File: config.mk
export PLATFORM = sky130hd
export DESIGN_NAME = rendezvous_hash_node_selector_unit
export DESIGN_NICKNAME = d
export VERILOG_FILES = /design/src/hdl/rhns_pkg.sv /design/src/hdl/rhns_ram.sv /design/src/hdl/rhns_ctrl.sv /design/src/hdl/rhns_dp.sv /design/src/hdl/rendezvous_hash_node_selector_unit.sv
export SDC_FILE = /design/constraint.sdc
export NUM_CORES = 2
export LEC_CHECK = 0
export ABC_AREA = 0
export BUFFER_PORTS_ARGS = -buffer_cell sky130_fd_sc_hd__buf_2
export CORE_ASPECT_RATIO = 1.75
export CORE_MARGIN = 2
export CORE_UTILIZATION = 32
export CTS_CLUSTER_SIZE = 30
export DETAILED_ROUTE_END_ITERATION = 6
export PLACE_DENSITY_LB_ADDON = 0.25
export SETUP_SLACK_MARGIN = 0.5
export SLEW_MARGIN = 20
export SYNTH_ARGS = -nofsm -noshare
export SYNTH_HDL_FRONTEND = slang
export SYNTH_HIERARCHICAL = 1
export SYNTH_SLANG_ARGS = --single-unit
File: constraint.sdc
create_clock -name clk -period 30.7 [get_ports clk]
set_input_delay 6.14 -clock clk [delete_from_list [all_inputs] [get_ports clk]]
set_output_delay 6.14 -clock clk [all_outputs]
set_load 0.01 [all_outputs]
File: src/hdl/rhns_pkg.sv
// ----------------------------------------------------------------------------
// rhns_pkg
// Shared types, codes and MD5 tables for the rendezvous hash node selector.
// ----------------------------------------------------------------------------
package rhns_pkg;

    localparam int ID_W     = 128;
    localparam int WEIGHT_W = 64;

    typedef enum logic [1:0] {
        REQ_ADD    = 2'd0,
        REQ_REMOVE = 2'd1,
        REQ_LOOKUP = 2'd2,
        REQ_NONE   = 2'd3
    } req_t;

    typedef enum logic [2:0] {
        ST_OK          = 3'd0,
        ST_FULL        = 3'd1,
        ST_DUPLICATE   = 3'd2,
        ST_NOT_PRESENT = 3'd3,
        ST_NO_MATCH    = 3'd4
    } status_t;

    typedef enum logic [2:0] {
        S_IDLE,
        S_READ,
        S_CMP,
        S_HASH,
        S_FIN,
        S_DONE
    } state_t;

    typedef struct packed {
        logic load;
        logic inc_idx;
        logic cmp;
        logic hash_start;
        logic hash_step;
        logic fin;
        logic commit;
    } ctrl_cmd_t;

    typedef struct packed {
        logic idx_last;
        logic lookup;
        logic cur_valid;
        logic round_last;
        logic out_busy;
    } dp_stat_t;

    localparam logic [31:0] MD5_A0 = 32'h67452301;
    localparam logic [31:0] MD5_B0 = 32'hefcdab89;
    localparam logic [31:0] MD5_C0 = 32'h98badcfe;
    localparam logic [31:0] MD5_D0 = 32'h10325476;

    localparam logic [31:0] MD5_K [64] = '{
        32'hd76aa478, 32'he8c7b756, 32'h242070db, 32'hc1bdceee,
        32'hf57c0faf, 32'h4787c62a, 32'ha8304613, 32'hfd469501,
        32'h698098d8, 32'h8b44f7af, 32'hffff5bb1, 32'h895cd7be,
        32'h6b901122, 32'hfd987193, 32'ha679438e, 32'h49b40821,
        32'hf61e2562, 32'hc040b340, 32'h265e5a51, 32'he9b6c7aa,
        32'hd62f105d, 32'h02441453, 32'hd8a1e681, 32'he7d3fbc8,
        32'h21e1cde6, 32'hc33707d6, 32'hf4d50d87, 32'h455a14ed,
        32'ha9e3e905, 32'hfcefa3f8, 32'h676f02d9, 32'h8d2a4c8a,
        32'hfffa3942, 32'h8771f681, 32'h6d9d6122, 32'hfde5380c,
        32'ha4beea44, 32'h4bdecfa9, 32'hf6bb4b60, 32'hbebfbc70,
        32'h289b7ec6, 32'heaa127fa, 32'hd4ef3085, 32'h04881d05,
        32'hd9d4d039, 32'he6db99e5, 32'h1fa27cf8, 32'hc4ac5665,
        32'hf4292244, 32'h432aff97, 32'hab9423a7, 32'hfc93a039,
        32'h655b59c3, 32'h8f0ccc92, 32'hffeff47d, 32'h85845dd1,
        32'h6fa87e4f, 32'hfe2ce6e0, 32'ha3014314, 32'h4e0811a1,
        32'hf7537e82, 32'hbd3af235, 32'h2ad7d2bb, 32'heb86d391
    };

    localparam logic [4:0] MD5_S [16] = '{
        5'd7, 5'd12, 5'd17, 5'd22, 5'd5, 5'd9, 5'd14, 5'd20,
        5'd4, 5'd11, 5'd16, 5'd23, 5'd6, 5'd10, 5'd15, 5'd21
    };

    function automatic logic [31:0] bswap32(input logic [31:0] x);
        return {x[7:0], x[15:8], x[23:16], x[31:24]};
    endfunction

    // message word index for round i (all arithmetic mod 16)
    function automatic logic [3:0] md5_g(input logic [5:0] i);
        logic [3:0] g;
        case (i[5:4])
            2'd0:    g = i[3:0];
            2'd1:    g = {i[1:0], 2'b00} + i[3:0] + 4'd1;
            2'd2:    g = {i[2:0], 1'b0} + i[3:0] + 4'd5;
            default: g = {i[0], 3'b000} - i[3:0];
        endcase
        return g;
    endfunction

    function automatic logic [31:0] md5_f(input logic [5:0] i, input logic [31:0] b,
                                          input logic [31:0] c, input logic [31:0] d);
        logic [31:0] f;
        case (i[5:4])
            2'd0:    f = (b & c) | (~b & d);
            2'd1:    f = (d & b) | (~d & c);
            2'd2:    f = b ^ c ^ d;
            default: f = c ^ (b | ~d);
        endcase
        return f;
    endfunction

endpackage

File: src/hdl/rhns_ram.sv
// ----------------------------------------------------------------------------
// rhns_ram
// Generic simple dual-port RAM, one write and one registered read port.
// ----------------------------------------------------------------------------
module rhns_ram #(
    parameter int WIDTH = 128,
    parameter int DEPTH = 16,
    parameter int AW    = (DEPTH > 1) ? $clog2(DEPTH) : 1
) (
    input  logic             clk,
    input  logic             we,
    input  logic [AW-1:0]    waddr,
    input  logic [WIDTH-1:0] wdata,
    input  logic [AW-1:0]    raddr,
    output logic [WIDTH-1:0] rdata
);

    logic [WIDTH-1:0] mem [DEPTH];

    always_ff @(posedge clk)
    begin
        if (we)
        begin
            mem[waddr] <= wdata;
        end
        rdata <= mem[raddr];
    end

endmodule

File: src/hdl/rhns_ctrl.sv
// ----------------------------------------------------------------------------
// rhns_ctrl
// Sequencer: slot scan, per-slot MD5 rounds and result hand-off.
// ----------------------------------------------------------------------------
module rhns_ctrl (
    input  logic                 clk,
    input  logic                 rst_n,
    input  logic                 in_valid,
    output logic                 in_ready,
    input  rhns_pkg::dp_stat_t   stat,
    output rhns_pkg::ctrl_cmd_t  cmd
);

    import rhns_pkg::*;

    state_t state_reg, state_next;

    always_ff @(posedge clk or negedge rst_n)
    begin
        if (!rst_n)
        begin
            state_reg <= S_IDLE;
        end
        else
        begin
            state_reg <= state_next;
        end
    end

    always_comb
    begin
        state_next = state_reg;
        case (state_reg)
            S_IDLE:
            begin
                if (in_valid)
                begin
                    state_next = S_READ;
                end
            end
            S_READ: state_next = S_CMP;
            S_CMP:
            begin
                if (stat.lookup && stat.cur_valid)
                begin
                    state_next = S_HASH;
                end
                else if (stat.idx_last)
                begin
                    state_next = S_DONE;
                end
                else
                begin
                    state_next = S_READ;
                end
            end
            S_HASH:
            begin
                if (stat.round_last)
                begin
                    state_next = S_FIN;
                end
            end
            S_FIN:  state_next = stat.idx_last ? S_DONE : S_READ;
            S_DONE:
            begin
                if (!stat.out_busy)
                begin
                    state_next = S_IDLE;
                end
            end
            default: state_next = S_IDLE;
        endcase
    end

    always_comb
    begin
        cmd      = '0;
        in_ready = 1'b0;
        case (state_reg)
            S_IDLE:
            begin
                in_ready = 1'b1;
                cmd.load = in_valid;
            end
            S_CMP:
            begin
                cmd.cmp        = 1'b1;
                cmd.hash_start = stat.lookup && stat.cur_valid;
                cmd.inc_idx    = !(stat.lookup && stat.cur_valid) && !stat.idx_last;
            end
            S_HASH: cmd.hash_step = 1'b1;
            S_FIN:
            begin
                cmd.fin     = 1'b1;
                cmd.inc_idx = !stat.idx_last;
            end
            S_DONE: cmd.commit = !stat.out_busy;
            default: ;
        endcase
    end

endmodule

File: src/hdl/rhns_dp.sv
// ----------------------------------------------------------------------------
// rhns_dp
// Datapath: node table, MD5 round unit, best-weight tracking, result register.
// ----------------------------------------------------------------------------
module rhns_dp #(
    parameter int MAX_NODES = 16
) (
    input  logic                 clk,
    input  logic                 rst_n,
    input  rhns_pkg::ctrl_cmd_t  cmd,
    output rhns_pkg::dp_stat_t   stat,
    input  logic [1:0]           in_req,
    input  logic [255:0]         in_data,
    output logic                 out_valid,
    input  logic                 out_ready,
    output logic [2:0]           out_status,
    output logic [191:0]         out_data
);

    import rhns_pkg::*;

    localparam int IW = (MAX_NODES > 1) ? $clog2(MAX_NODES) : 1;

    logic [1:0]          req_reg;
    logic [63:0]         nh_reg, nl_reg, kh_reg, kl_reg;
    logic [IW-1:0]       idx_reg;
    logic [MAX_NODES-1:0] valid_reg;
    logic                have_match_reg, have_free_reg, found_reg;
    logic [IW-1:0]       match_idx_reg, free_idx_reg;
    logic [ID_W-1:0]     cur_id_reg, chosen_reg;
    logic [WEIGHT_W-1:0] best_reg;
    logic [31:0]         a_reg, b_reg, c_reg, d_reg;
    logic [5:0]          rnd_reg;
    logic                out_valid_reg;
    logic [2:0]          out_status_reg;
    logic [191:0]        out_data_reg;

    logic [ID_W-1:0]     rdata;
    logic                cur_valid, ram_we;
    logic [31:0]         m_word, sum, rot, b_next;
    logic [4:0]          sh;
    logic [WEIGHT_W-1:0] weight;

    rhns_ram #(.WIDTH(ID_W), .DEPTH(MAX_NODES), .AW(IW)) u_ram (
        .clk   (clk),
        .we    (ram_we),
        .waddr (free_idx_reg),
        .wdata ({nh_reg, nl_reg}),
        .raddr (idx_reg),
        .rdata (rdata)
    );

    assign cur_valid = valid_reg[idx_reg];
    assign ram_we    = cmd.commit && (req_reg == REQ_ADD) && !have_match_reg && have_free_reg;

    assign stat.idx_last   = (idx_reg == IW'(MAX_NODES - 1));
    assign stat.lookup     = (req_reg == REQ_LOOKUP);
    assign stat.cur_valid  = cur_valid;
    assign stat.round_last = (rnd_reg == 6'd63);
    assign stat.out_busy   = out_valid_reg && !out_ready;

    // block words: node||key big-endian bytes, 0x80 pad, length 256 bits
    always_comb
    begin
        case (md5_g(rnd_reg))
            4'd0:    m_word = bswap32(cur_id_reg[127:96]);
            4'd1:    m_word = bswap32(cur_id_reg[95:64]);
            4'd2:    m_word = bswap32(cur_id_reg[63:32]);
            4'd3:    m_word = bswap32(cur_id_reg[31:0]);
            4'd4:    m_word = bswap32(kh_reg[63:32]);
            4'd5:    m_word = bswap32(kh_reg[31:0]);
            4'd6:    m_word = bswap32(kl_reg[63:32]);
            4'd7:    m_word = bswap32(kl_reg[31:0]);
            4'd8:    m_word = 32'h0000_0080;
            4'd14:   m_word = 32'h0000_0100;
            default: m_word = 32'h0;
        endcase
    end

    assign sum    = a_reg + md5_f(rnd_reg, b_reg, c_reg, d_reg) + MD5_K[rnd_reg] + m_word;
    assign sh     = MD5_S[{rnd_reg[5:4], rnd_reg[1:0]}];
    assign rot    = (sum << sh) | (sum >> (6'd32 - {1'b0, sh}));
    assign b_next = b_reg + rot;
    assign weight = {b_reg + MD5_B0, a_reg + MD5_A0};

    always_ff @(posedge clk or negedge rst_n)
    begin
        if (!rst_n)
        begin
            valid_reg     <= '0;
            out_valid_reg <= 1'b0;
        end
        else
        begin
            if (ram_we)
            begin
                valid_reg[free_idx_reg] <= 1'b1;
            end
            if (cmd.commit && (req_reg == REQ_REMOVE) && have_match_reg)
            begin
                valid_reg[match_idx_reg] <= 1'b0;
            end
            if (cmd.commit)
            begin
                out_valid_reg <= 1'b1;
            end
            else if (out_ready)
            begin
                out_valid_reg <= 1'b0;
            end
        end
    end

    always_ff @(posedge clk)
    begin
        if (cmd.load)
        begin
            req_reg        <= in_req;
            nh_reg         <= in_data[63:0];
            nl_reg         <= in_data[127:64];
            kh_reg         <= in_data[191:128];
            kl_reg         <= in_data[255:192];
            idx_reg        <= '0;
            have_match_reg <= 1'b0;
            have_free_reg  <= 1'b0;
            found_reg      <= 1'b0;
            best_reg       <= '0;
            chosen_reg     <= '0;
        end
        if (cmd.inc_idx)
        begin
            idx_reg <= idx_reg + 1'b1;
        end
        if (cmd.cmp)
        begin
            cur_id_reg <= rdata;
            if (cur_valid && rdata == {nh_reg, nl_reg} && !have_match_reg)
            begin
                have_match_reg <= 1'b1;
                match_idx_reg  <= idx_reg;
            end
            if (!cur_valid && !have_free_reg)
            begin
                have_free_reg <= 1'b1;
                free_idx_reg  <= idx_reg;
            end
        end
        if (cmd.hash_start)
        begin
            a_reg   <= MD5_A0;
            b_reg   <= MD5_B0;
            c_reg   <= MD5_C0;
            d_reg   <= MD5_D0;
            rnd_reg <= '0;
        end
        if (cmd.hash_step)
        begin
            a_reg   <= d_reg;
            d_reg   <= c_reg;
            c_reg   <= b_reg;
            b_reg   <= b_next;
            rnd_reg <= rnd_reg + 6'd1;
        end
        // strict compare keeps the lower slot on a tie
        if (cmd.fin && weight > best_reg)
        begin
            best_reg   <= weight;
            chosen_reg <= cur_id_reg;
            found_reg  <= 1'b1;
        end
        if (cmd.commit)
        begin
            case (req_reg)
                REQ_ADD:
                begin
                    out_data_reg <= '0;
                    if (have_match_reg)
                        out_status_reg <= ST_DUPLICATE;
                    else if (!have_free_reg)
                        out_status_reg <= ST_FULL;
                    else
                        out_status_reg <= ST_OK;
                end
                REQ_REMOVE:
                begin
                    out_data_reg   <= '0;
                    out_status_reg <= have_match_reg ? ST_OK : ST_NOT_PRESENT;
                end
                REQ_LOOKUP:
                begin
                    out_status_reg <= found_reg ? ST_OK : ST_NO_MATCH;
                    out_data_reg   <= {best_reg, chosen_reg[63:0], chosen_reg[127:64]};
                end
                default:
                begin
                    out_data_reg   <= '0;
                    out_status_reg <= ST_OK;
                end
            endcase
        end
    end

    assign out_valid  = out_valid_reg;
    assign out_status = out_status_reg;
    assign out_data   = out_data_reg;

endmodule

File: src/hdl/rendezvous_hash_node_selector_unit.sv
// ----------------------------------------------------------------------------
// rendezvous_hash_node_selector_unit
// Highest-random-weight node selector over a table of 128-bit node IDs.
// ----------------------------------------------------------------------------
// One request beat in on the s_ side (tuser = request kind, tdata = node and
// key), one result beat out on the m_ side (tuser = status, tdata = chosen
// node and weight). Requests are handled one at a time.
// Every request scans all MAX_NODES slots of the ID RAM, each slot as a
// registered read then a compare. A lookup adds, for each valid slot, 64 MD5
// rounds of one round per cycle plus a step to fold and compare the weight.
// Lookup time grows with the number of valid nodes, since the single MD5
// round unit hashes one slot at a time.
// The result sits in an output register; s_tready returns once it is loaded,
// so the next request is taken while the result waits. If m_tready stays low,
// the next request completes its scan and then holds until the result beat
// is taken.
// Reset clears all slot valid bits and the output valid; the ID RAM is not
// cleared.
// ----------------------------------------------------------------------------
module rendezvous_hash_node_selector_unit #(
    parameter int MAX_NODES = 16
) (
    input  logic         clk,
    input  logic         rst_n,
    input  logic         s_tvalid,
    output logic         s_tready,
    input  logic [1:0]   s_tuser,   // req_type
    input  logic [255:0] s_tdata,   // node_hi, node_lo, key_hi, key_lo
    output logic         m_tvalid,
    input  logic         m_tready,
    output logic [2:0]   m_tuser,   // status
    output logic [191:0] m_tdata    // chosen_hi, chosen_lo, best_weight
);

    import rhns_pkg::*;

    ctrl_cmd_t cmd;
    dp_stat_t  stat;

    rhns_ctrl u_ctrl (
        .clk      (clk),
        .rst_n    (rst_n),
        .in_valid (s_tvalid),
        .in_ready (s_tready),
        .stat     (stat),
        .cmd      (cmd)
    );

    rhns_dp #(.MAX_NODES(MAX_NODES)) u_dp (
        .clk        (clk),
        .rst_n      (rst_n),
        .cmd        (cmd),
        .stat       (stat),
        .in_req     (s_tuser),
        .in_data    (s_tdata),
        .out_valid  (m_tvalid),
        .out_ready  (m_tready),
        .out_status (m_tuser),
        .out_data   (m_tdata)
    );

`ifndef SYNTHESIS
    a_one_at_a_time: assert property (@(posedge clk) disable iff (!rst_n)
        s_tvalid && s_tready |=> !s_tready)
        else $error("request taken while another is in progress");

    a_status_range: assert property (@(posedge clk) disable iff (!rst_n)
        m_tvalid |-> m_tuser <= ST_NO_MATCH)
        else $error("status code out of range");

    a_fail_zero: assert property (@(posedge clk) disable iff (!rst_n)
        m_tvalid && m_tuser != ST_OK |-> m_tdata == '0)
        else $error("failed request carries nonzero payload");
`endif

endmodule
==> results.md <==
* Via density at 5.48
* Sequential area share after synthesis at 70.4%
* Antenna viol nets, final at 0
* Startpoint types: flip-flop
* Final TNS setup at 0 ns
* Synthesized cell area at 131000 sq um
* Row cnt at 310
* Avg Cell Area, Syn at 16.6 sq um
* Post-synth EDFFs at 2967
* Final #Nets at 8924
* Crit path capture type: flip-flop
* Via count at 76900
* Post CTS Setup Buffer Count at 0
* Gpl congestion at 0.999
* Grt met3 use at 4.04%
* First-pass iteration count of the detailed router at 7
* Clock buffer count from CTS at 300
* Final setup violation count at 0
* Layout cells sized above 1 at 20.7%
* Chip width at 488 um
* Initial Util at 32.2%
* Root buffer cell: clkbuf_16
* Layout fillers at 38100
* Top_reg_cell synth: edfxtp_1
* IO Port Bufs at 458
* Largest register FFs at 2048
* WL/cell at 35.5 um
* RSZ-0062 raised after global routing: no
* Final Cycle Share at 44.9%
* Core area at 407000 sq um
* Failing checks: DRC
* CTS tree: built
* Max FO, Critical Path at 31
* FF+latch count, synth at 3118
* Area growth syn-to-layout at 14.8%
* DR DRC count at 11
* Hold Crit Class: flip-flop to flip-flop
* Initial antenna violation count at 85
* Worst slew pin tran at 1.34 ns
* Synthesized instance count at 7900
* Vias in the first global route at 76700
* First-pass GRT wire length at 669 mm
* Max clock buf depth at 4
* Outcome: complete, but fails checks
* H-tree Lvls at 5
* IO Pins at 459
* Total gr overflow at 0
* Critical path arrival at 14.37 ns
* Ys async rst share at 0.641%
* Total track usage at 23.5%
* Worst EP required at 31.28 ns
* Max-slew violations at 0
* Crit-path max cell delay at 0.73 ns
* Hold WS at 0.446 ns
* Max-Cap Viols at 0
* Fin crit period at 13.79 ns
* Post-DP HPWL at 343 mm
* Latest clock arrival within the worst-skew pair at 0.93 ns
* First DRT Iteration DRCs at 8367
* Dpl ws at 17.05 ns
* Largest net degree at the start of global routing at 131
* Die ar. at 415000 sq um
* Crit-path slowest cell: nor2_2
* Fmax at 72.5 MHz
* Die Span Y at 850 um
* Clock-pin slew of the registers on the worst-case setup and hold paths at 0.07 ns
* Gr busiest metal: met2
* Library cells used by synthesis at 103
* Resize count post-CTS at 0
* Worst setup margin at 16.91 ns
* Final WL at 497 mm
* CTS Hold Bufs at 0
* CP Class: flip-flop to flip-flop
* Met2 Use GR at 39.1%
* Ys Warns at 6
* Clock Skew at 0.0713 ns
* Rel. slew slack at 10.6%
* Worst path most repeated cell: fa_1
* Final Hold Vio Count at 0
* Global routing usage on met1 at 27.4%
* Syn_nets at 8380
* Num Clock Sinks at 3118
logic make-up (layout without fill, tap and decap cells):
kind of cell | count (synthesis) | in the layout | synth area share [%]
mux | 682 | 682 | 10.1
simple gates | 1645 | 1645 | 6.31
other cells | 0 | 39 | 0
buf+inv | 681 | 1468 | 2.13
flops | 3118 | 3118 | 70.4
compound gates | 1331 | 1331 | 7.10
fa+ha+maj | 218 | 218 | 2.45
xor+xnor | 225 | 225 | 1.53
worst max-delay path, delay by kind of cell, from the launching register on:
family | cells | cell delay, ns
compound gates | 15 | 4.50
xor+xnor | 3 | 0.46
fa+ha+maj | 6 | 2.77
buf+inv | 4 | 1.02
flops | 1 | 0.36
mux | 2 | 0.43
simple gates | 12 | 3.91
per-layer routing:
| layer | part of all wire, % | up-vias |
|---|---|---|
| met2 | 49 | 3315 |
| met3 | 6.5 | 900 |
| met4 | 8.5 | 44 |
| met5 | 0.063 | - |
| met1 | 36 | 40500 |
| li1 | - | 32100 |
layout make-up:
class | count | area [sq um] | share of cell area (%)
Timing Repair Buffer | 661 | 4090 | 2.72
Antenna cell | 39 | 97.6 | 0.0649
Tap cell | 5304 | 6640 | 4.41
Sequential cell | 3118 | 92200 | 61.3
Inverter | 262 | 986 | 0.656
Clock inverter | 147 | 1670 | 1.11
Multi-Input combinational cell | 4101 | 36400 | 24.2
Clock buffer | 398 | 8220 | 5.47
placed cells by master, fill, tap and decap left out, types with 66 or more instances in the layout:
cell type,count
clkbuf_1,68
nor2_1,340
xor2_1,85
o21ai_0,174
buf_4,181
buf_2,458
a22oi_1,247
nand2_1,399
nand3_1,66
a21oi_1,265
edfxtp_1,2967
and2_1,395
mux2_2,76
dfxtp_1,131
inv_1,256
ha_1,154
nor3_1,92
clkbuf_16,304
nand2b_1,87
mux2i_1,103
nor2b_1,83
xnor2_1,129
mux4_2,501
stage by stage:
stage	utilization (%)	cells	cell area, sq um
finish	36.9	14000	150000
global placement	34.4	13400	140000
CTS	36.9	14000	150000
floorplan	-	7900	131000
global route	36.9	14000	150000
detailed placement	34.5	13400	140000
cells in the mapped netlist (47+ instances only):
master / number / area, sq um
edfxtp_1: 2967 / 89100
mux4_2: 501 / 11300
nand2_1: 400 / 1500
and2_1: 398 / 2490
nor2_1: 360 / 1350
a21oi_1: 265 / 1330
clkbuf_1: 260 / 976
inv_1: 258 / 968
a22oi_1: 247 / 1850
o21ai_0: 179 / 896
ha_1: 154 / 1930
xnor2_1: 136 / 1190
dfxtp_1: 131 / 2620
buf_2: 105 / 526
mux2i_1: 104 / 1040
nor3_1: 98 / 490
nand2b_1: 88 / 551
nor2b_1: 86 / 538
xor2_1: 86 / 753
mux2_2: 76 / 856
nand3_1: 66 / 330
fa_1: 64 / 1280
o22ai_1: 64 / 400
a21o_1: 55 / 413
o221ai_1: 47 / 412
worst paths after layout:
check	startpoint	endpoint	slack, ns	depth (start not counted)
hold / removal	u_dp/u_ram/rdata[58]$_DFF_P_	u_dp/cur_id_reg[58]$_DFFE_PP_	0.45	0
hold reg to reg	u_dp/u_ram/rdata[58]$_DFF_P_	u_dp/cur_id_reg[58]$_DFFE_PP_	0.45	0
min in group asynchronous	rst_n	u_dp/out_valid$_DFFE_PN0P_	5.30	1
setup reg to reg	u_dp/rnd_reg[2]$_SDFFCE_PN0P_	u_dp/b_reg[26]$_SDFFCE_PN1P_	16.91	42
max in group asynchronous	rst_n	u_dp/valid_reg[13]$_DFF_PN0_	24.91	1
setup / recovery	u_dp/rnd_reg[2]$_SDFFCE_PN0P_	u_dp/b_reg[26]$_SDFFCE_PN1P_	16.91	42
Power is not shown: default switching activity piles up to over one toggle a cycle in this logic, so the estimate is an artifact.
